`src/rtl/core/leb_pkg.sv`:
```
`default_nettype none

package leb_pkg;

  localparam int unsigned LINE_DEPTH_DEF = 64;
  localparam int unsigned CHAR_W         = 8;
  localparam int unsigned CFG_IDX_W      = 2;

  localparam logic [CHAR_W-1:0] ERASE_RST = 8'd35;  // '#'
  localparam logic [CHAR_W-1:0] KILL_RST  = 8'd64;  // '@'
  localparam logic [CHAR_W-1:0] END_RST   = 8'd10;  // LF

  localparam logic [CFG_IDX_W-1:0] REG_ERASE = 2'd0;
  localparam logic [CFG_IDX_W-1:0] REG_KILL  = 2'd1;
  localparam logic [CFG_IDX_W-1:0] REG_END   = 2'd2;

  // controller -> datapath
  typedef struct packed {
    logic edit;     // accepted character request, not a line end
    logic start;    // accepted line end: begin replay
    logic advance;  // result taken, fetch next stored character
    logic done;     // last result taken: clear the line
  } leb_cmd_t;

  // datapath -> controller
  typedef struct packed {
    logic is_end;   // pending request ends the line
    logic is_last;  // result on the port is the final one of the line
  } leb_sts_t;

endpackage

`default_nettype wire

```
`src/rtl/core/leb_ctrl.sv`:
```
`default_nettype none

module leb_ctrl
  import leb_pkg::*;
(
  input  wire logic     clk,
  input  wire logic     rst_n,
  input  wire logic     in_valid,
  output logic          in_ready,
  output logic          out_valid,
  input  wire logic     out_ready,
  input  wire leb_sts_t sts,
  output leb_cmd_t      cmd
);

  typedef enum logic [1:0] {
    S_EDIT   = 2'b01,
    S_REPLAY = 2'b10
  } state_t;

  state_t state_r, state_nxt;

  always_comb begin
    state_nxt   = state_r;
    cmd         = '0;
    in_ready    = 1'b0;
    out_valid   = 1'b0;
    case (state_r)
      S_EDIT: begin
        in_ready = 1'b1;
        if (in_valid) begin
          if (sts.is_end) begin
            cmd.start = 1'b1;
            state_nxt = S_REPLAY;
          end else begin
            cmd.edit = 1'b1;
          end
        end
      end
      S_REPLAY: begin
        out_valid = 1'b1;
        if (out_ready) begin
          if (sts.is_last) begin
            cmd.done  = 1'b1;
            state_nxt = S_EDIT;
          end else begin
            cmd.advance = 1'b1;
          end
        end
      end
      default: begin
        state_nxt = S_EDIT;
      end
    endcase
  end

  always_ff @(posedge clk) begin
    if (!rst_n) begin
      state_r <= S_EDIT;
    end else begin
      state_r <= state_nxt;
    end
  end

endmodule

`default_nettype wire

```
`src/rtl/core/leb_dpath.sv`:
```
`default_nettype none

module leb_dpath
  import leb_pkg::*;
#(
  parameter int unsigned LINE_DEPTH = LINE_DEPTH_DEF
) (
  input  wire logic                 clk,
  input  wire logic                 rst_n,
  input  wire logic [CHAR_W-1:0]    in_char,
  input  wire logic                 in_end_of_input,
  input  wire logic                 cfg_we,
  input  wire logic [CFG_IDX_W-1:0] cfg_index,
  input  wire logic [CHAR_W-1:0]    cfg_data,
  input  wire leb_cmd_t             cmd,
  output leb_sts_t                  sts,
  output logic [CHAR_W-1:0]         out_char,
  output logic                      out_last_of_line,
  output logic                      out_line_empty,
  output logic                      out_chars_dropped
);

  localparam int unsigned AW = (LINE_DEPTH > 1) ? $clog2(LINE_DEPTH) : 1;
  localparam int unsigned CW = $clog2(LINE_DEPTH + 1);
  localparam logic [CW-1:0] FULL = CW'(LINE_DEPTH);

  logic [CHAR_W-1:0] erase_code_r, kill_code_r, end_code_r;
  logic [CW-1:0]     fill_r, fill_nxt;
  logic              ovf_r, ovf_nxt;
  logic [AW-1:0]     idx_r, idx_nxt;
  logic              empty_r, empty_nxt;

  logic [CHAR_W-1:0] mem [LINE_DEPTH];
  logic [CHAR_W-1:0] rd_data_r;
  logic              rd_en, wr_en;
  logic [AW-1:0]     rd_addr;
  logic [CW:0]       idx_inc;

  always_ff @(posedge clk) begin
    if (!rst_n) begin
      erase_code_r <= ERASE_RST;
      kill_code_r  <= KILL_RST;
      end_code_r   <= END_RST;
    end else if (cfg_we) begin
      case (cfg_index)
        REG_ERASE: erase_code_r <= cfg_data;
        REG_KILL:  kill_code_r  <= cfg_data;
        REG_END:   end_code_r   <= cfg_data;
        default:   ;
      endcase
    end
  end

  assign sts.is_end = in_end_of_input || (in_char == end_code_r);
  assign idx_inc    = (CW + 1)'(idx_r) + 1'b1;
  assign sts.is_last = empty_r || (idx_inc == (CW + 1)'(fill_r));

  always_comb begin
    fill_nxt  = fill_r;
    ovf_nxt   = ovf_r;
    idx_nxt   = idx_r;
    empty_nxt = empty_r;
    wr_en     = 1'b0;
    rd_en     = 1'b0;
    rd_addr   = '0;
    if (cmd.edit) begin
      // priority: kill over erase over store
      if (in_char == kill_code_r) begin
        fill_nxt = '0;
      end else if (in_char == erase_code_r) begin
        if (fill_r != '0) begin
          fill_nxt = fill_r - 1'b1;
        end
      end else if (fill_r < FULL) begin
        wr_en    = 1'b1;
        fill_nxt = fill_r + 1'b1;
      end else begin
        ovf_nxt = 1'b1;
      end
    end
    if (cmd.start) begin
      empty_nxt = (fill_r == '0);
      idx_nxt   = '0;
      rd_en     = 1'b1;
    end
    if (cmd.advance) begin
      // not last, so the next index is below the fill count
      idx_nxt = idx_inc[AW-1:0];
      rd_en   = 1'b1;
      rd_addr = idx_inc[AW-1:0];
    end
    if (cmd.done) begin
      fill_nxt = '0;
      ovf_nxt  = 1'b0;
    end
  end

  always_ff @(posedge clk) begin
    if (!rst_n) begin
      fill_r  <= '0;
      ovf_r   <= 1'b0;
      idx_r   <= '0;
      empty_r <= 1'b0;
    end else begin
      fill_r  <= fill_nxt;
      ovf_r   <= ovf_nxt;
      idx_r   <= idx_nxt;
      empty_r <= empty_nxt;
    end
  end

  always_ff @(posedge clk) begin
    if (wr_en) begin
      mem[fill_r[AW-1:0]] <= in_char;
    end
    if (rd_en) begin
      rd_data_r <= mem[rd_addr];
    end
  end

  assign out_char          = empty_r ? '0 : rd_data_r;
  assign out_last_of_line  = sts.is_last;
  assign out_line_empty    = empty_r;
  assign out_chars_dropped = ovf_r;

endmodule

`default_nettype wire

```
`src/rtl/core/line_edit_buffer.sv`:
```
`default_nettype none

// Channel  Direction  Handshake              Payload
// in       input      in_valid / in_ready    in_char, in_end_of_input
// out      output     out_valid / out_ready  out_char, out_last_of_line,
//                                            out_line_empty, out_chars_dropped
// cfg      input      cfg_valid / cfg_ready  cfg_index, cfg_data
//
// An edit character (store, erase, kill) updates the fill count and store directly. A line
// end fetches the first stored character into the read register, then a line of n
// characters gives n results, one per cycle while out_ready is high.
// The single read port of the line store sets the one-result-per-cycle replay.
// in_ready is low while a line is being replayed; out_ready low holds the result.
// Synchronous reset restores the default codes and empties the store; store
// contents are not cleared, so there is no clearing pass.

module line_edit_buffer
  import leb_pkg::*;
#(
  parameter int unsigned LINE_DEPTH = LINE_DEPTH_DEF
) (
  input  wire logic                 clk,
  input  wire logic                 rst_n,
  input  wire logic                 in_valid,
  output logic                      in_ready,
  input  wire logic [CHAR_W-1:0]    in_char,
  input  wire logic                 in_end_of_input,
  output logic                      out_valid,
  input  wire logic                 out_ready,
  output logic [CHAR_W-1:0]         out_char,
  output logic                      out_last_of_line,
  output logic                      out_line_empty,
  output logic                      out_chars_dropped,
  input  wire logic                 cfg_valid,
  output logic                      cfg_ready,
  input  wire logic [CFG_IDX_W-1:0] cfg_index,
  input  wire logic [CHAR_W-1:0]    cfg_data
);

  leb_cmd_t cmd;
  leb_sts_t sts;

  assign cfg_ready = 1'b1;

  leb_ctrl u_ctrl (
    .clk       (clk),
    .rst_n     (rst_n),
    .in_valid  (in_valid),
    .in_ready  (in_ready),
    .out_valid (out_valid),
    .out_ready (out_ready),
    .sts       (sts),
    .cmd       (cmd)
  );

  leb_dpath #(
    .LINE_DEPTH (LINE_DEPTH)
  ) u_dpath (
    .clk               (clk),
    .rst_n             (rst_n),
    .in_char           (in_char),
    .in_end_of_input   (in_end_of_input),
    .cfg_we            (cfg_valid && cfg_ready),
    .cfg_index         (cfg_index),
    .cfg_data          (cfg_data),
    .cmd               (cmd),
    .sts               (sts),
    .out_char          (out_char),
    .out_last_of_line  (out_last_of_line),
    .out_line_empty    (out_line_empty),
    .out_chars_dropped (out_chars_dropped)
  );

endmodule

`default_nettype wire

```
`config.mk`:
```
export PLATFORM = sky130hd
export DESIGN_NAME = line_edit_buffer
export DESIGN_NICKNAME = d
export VERILOG_FILES = /design/src/rtl/core/leb_pkg.sv /design/src/rtl/core/leb_ctrl.sv /design/src/rtl/core/leb_dpath.sv /design/src/rtl/core/line_edit_buffer.sv
export SDC_FILE = /design/constraint.sdc
export NUM_CORES = 1
export LEC_CHECK = 0
export ABC_AREA = 1
export BUFFER_PORTS_ARGS = -buffer_cell sky130_fd_sc_hd__buf_2
export CELL_PAD_IN_SITES_DETAIL_PLACEMENT = 1
export CELL_PAD_IN_SITES_GLOBAL_PLACEMENT = 1
export CORE_MARGIN = 2
export CORE_UTILIZATION = 55
export DETAILED_ROUTE_END_ITERATION = 8
export PLACE_DENSITY_LB_ADDON = 0.25
export SETUP_SLACK_MARGIN = 0.2
export SYNTH_ARGS = -nofsm -noshare
export SYNTH_HDL_FRONTEND = slang
export SYNTH_HIERARCHICAL = 1
export SYNTH_SLANG_ARGS = --single-unit
```
`constraint.sdc`:
```
create_clock -name clk -period 9.55 [get_ports clk]
set_clock_uncertainty 0.15 [all_clocks]
set_input_delay 1.91 -clock clk [delete_from_list [all_inputs] [get_ports clk]]
set_output_delay 1.91 -clock clk [all_outputs]
set_load 0.01 [all_outputs]
```
==> results.md <==
- Detail Placement HPWL: 42600 um
- Worst slew pin tran: 1180 ps
- CP peak stage delay: 990 ps
- Number of synthesized flops with an enable pin: 520
- Setup Buffers After CTS: 0
- Worst slew margin: 20.8%
- Hold buffers post-CTS: 0
- Drt pass-1 iters: 5
- TritonCTS buffer count: 55
- Internal: 3.99 mW
- Total power: 5.05 mW
- Top FF cell, synth: edfxtp_1
- Final setup violation count: 0
- Top cells by area, synth: edfxtp_1, nand3_1, nor2_1, nand2_1, o21ai_0
- Required @ worst endpoint: 9870 ps
- CP startpoint kind: flip-flop
- Initial Util: 55.5%
- Maximum clock insertion buffer count: 3
- Global Route Usage Sum: 32.8%
- GR Overflow Total: 0
- Synthesis-to-finish area growth: 9.83%
- Synth async-reset ratio: 0%
- Synth area leader: edfxtp_1
- Die height: 212 um
- Slew Viols, Final: 0
- Kind of critical path: flip-flop to flip-flop
- Clock Latency Late Sink: 630 ps
- Maximum VDD drop: 0.124 mV
- Via/cell ratio: 6.06
- CTS Sinks: 561
- Most used cell along the critical path: nand3_1
- CTS tree: built
- Critical path cell sequence: ha_1 -> nand4_1 -> nand2_1 -> xor2_1 -> nor3_1 -> nand2_1 -> o21bai_1 -> nor2_1 -> nand2_8 -> inv_4 -> buf_4 -> o21ai_0 -> nand3_1 -> nand3_1 -> nand3_1 -> nand3_1 -> nand2_1
- PD cells: 193 nW/um2
- Synth warn: 6
- Achievable Freq: 156 MHz
- Vias: 17000
- Setup TNS: 0 ps
- CP arrival: 6740 ps
- H-tree Lvls: 2
- RSZ-0062 raised after global routing: no
- CP max FO: 100
- Global-route wire length before repair: 109000 um
- Setup WS pre-CTS: 3060 ps
- Most common library cells after synthesis: edfxtp_1, nor2_1, nand2_1
- Comb power frac: 2.6%
- # diodes: 0
- Initial antenna violation count: 0
- Num ports: 38
- Net Count, Synth: 2209
- Mean post-synth cell area: 11.0 um2
- Fillers: 4500
- Largest net degree at the start of global routing: 101
- PostCTS Resize Cnt: 0
- Register area share after synthesis: 68.9%
- Synthesized area: 23800 um2
- Netlist cell types: 35
- Vias in the first global route: 17900
- Yosys reg bits: 561
- Ratio of cells with drive above 1 in the final layout: 7.43%
- Crit path max-delay family: simple AND/OR/NAND/NOR gates
- Max Cap Viol: 0
- Slowest CP cell: inv_4
- Most common cell in the netlist: edfxtp_1
- PortBufs: 36
- Nets: 2207
- Post-route DRC: 0
- Switching share of power: 21.0%
- Routed Antenna Nets: 0
- Wire per inst: 25.8 um
- Reg power frac: 53.5%
- Final min period: 6420 ps
- Leak Pwr: 9.70 nW
- Core footprint: 43000 um2
- Die width: 212 um
- Root Buffer: clkbuf_16
- RePlAce Congestion: 0.876
- Final Hold Viols: 0
- Rows: 76
- Syn Inst Count: 2176
- Die area: 45000 um2
- Drt initial violations: 1852
- Clock slew at reported path FFs: 60 ps
- Clk network pwr share: 43.8%
- Buf+Inv Stages, Crit Path: 2
- HP Class: flip-flop to flip-flop
- Outcome: finished clean
- Net Sw Power: 1.06 mW
- Tcrit/Tclk final: 67.2%
- Wirelength, routed: 72300 um
- Top cell type's share of synthesized area: 65.5%
- Setup ws final: 3130 ps
- Setup crit end kind: flip-flop
## path summary, 6_finish.rpt
kind | from | end | slack (ps) | cells past startpoint
min reg2reg | u_dpath/erase_code_r[4]$_SDFFE_PN0P_ | u_dpath/erase_code_r[4]$_SDFFE_PN0P_ | 330 | 2
max | u_dpath/idx_r[0]$_SDFFE_PN0P_ | u_dpath/rd_data_r[3]$_DFFE_PP_ | 3130 | 17
max reg2reg | u_dpath/idx_r[0]$_SDFFE_PN0P_ | u_dpath/rd_data_r[3]$_DFFE_PP_ | 3130 | 17
min | u_dpath/erase_code_r[4]$_SDFFE_PN0P_ | u_dpath/erase_code_r[4]$_SDFFE_PN0P_ | 330 | 2
## layout make-up
| cell class | instances | area (um2) | area share [%] |
|---|---|---|---|
| sequential | 561 | 16400 | 62.8 |
| multi-input combinational | 1316 | 6180 | 23.6 |
| clock buffer | 67 | 1440 | 5.51 |
| tap | 585 | 732 | 2.79 |
| inverter | 186 | 701 | 2.68 |
| clock inverter | 37 | 377 | 1.44 |
| timing repair buffer | 54 | 315 | 1.20 |
## placed cells by master (no fill, tap or decap), drive strengths merged, types with 16 or more instances in the layout
master,n
a21oi,60
buf,54
clkbuf,67
clkinv,28
dfxtp,41
edfxtp,520
inv,186
nand2,341
nand3,270
nand4,16
nor2,346
o211ai,60
o21ai,172
xnor2,18
## kinds of logic after synthesis
group / Yosys count / share of synthesized area (%)
AND/OR/NAND/NOR: 985 / 17.4
flip-flops: 561 / 68.9
buffers and inverters: 299 / 5.29
AO/OA/AOI/OAI: 296 / 6.90
XOR/XNOR: 25 / 0.950
adder cells (fa/ha/maj): 9 / 0.504
other: 1 / 0.0157
## state kept, by name, indices dropped and copies added (netlist names)
name                       count
u_ctrl/state_r                 2
u_dpath/end_code_r             8
u_dpath/mem                  512
u_dpath/erase_code_r           8
u_dpath/idx_r                  6
u_dpath/kill_code_r            8
u_dpath/out_line_empty         1
u_dpath/rd_data_r              8
u_dpath/out_chars_dropped      1
u_dpath/fill_r                 7
## power by group through the flow
stage               sequential, mW  combinational, mW  clock [mW]
floorplan                     2.75             0.0509           0
global placement              2.75              0.125           0
detailed placement            2.75              0.131           0
CTS                           2.70              0.132        2.23
global route                  2.70              0.143        2.32
finish                        2.70              0.133        2.21
## metal layers
| metal | track usage, % | part of all wire (%) | vias up |
|---|---|---|---|
| met5 | 0 | 0 | - |
| met4 | 15.1 | 4.7 | 0 |
| met3 | 4.53 | 6.9 | 193 |
| met2 | 54.7 | 49 | 783 |
| met1 | 43.1 | 40 | 8501 |
| li1 | - | - | 7514 |
## through the flow
stage / std cells / instance area [um2] / hold WS (ps) / utilization [%]
floorplan: 2176 / 23800 / 293 / -
global placement: 2702 / 24400 / 305 / 56.7
detailed placement: 2702 / 24400 / 312 / 56.7
CTS: 2806 / 26200 / 324 / 60.9
global route: 2806 / 26200 / 347 / 60.9
finish: 2806 / 26200 / 327 / 60.9
## worst min-delay path, stage by stage (launching register included)
cell and delay [ps]:
dfxtp_1 310, inv_1 60, a21oi_1 60
Power figures use the tool's default switching activity.
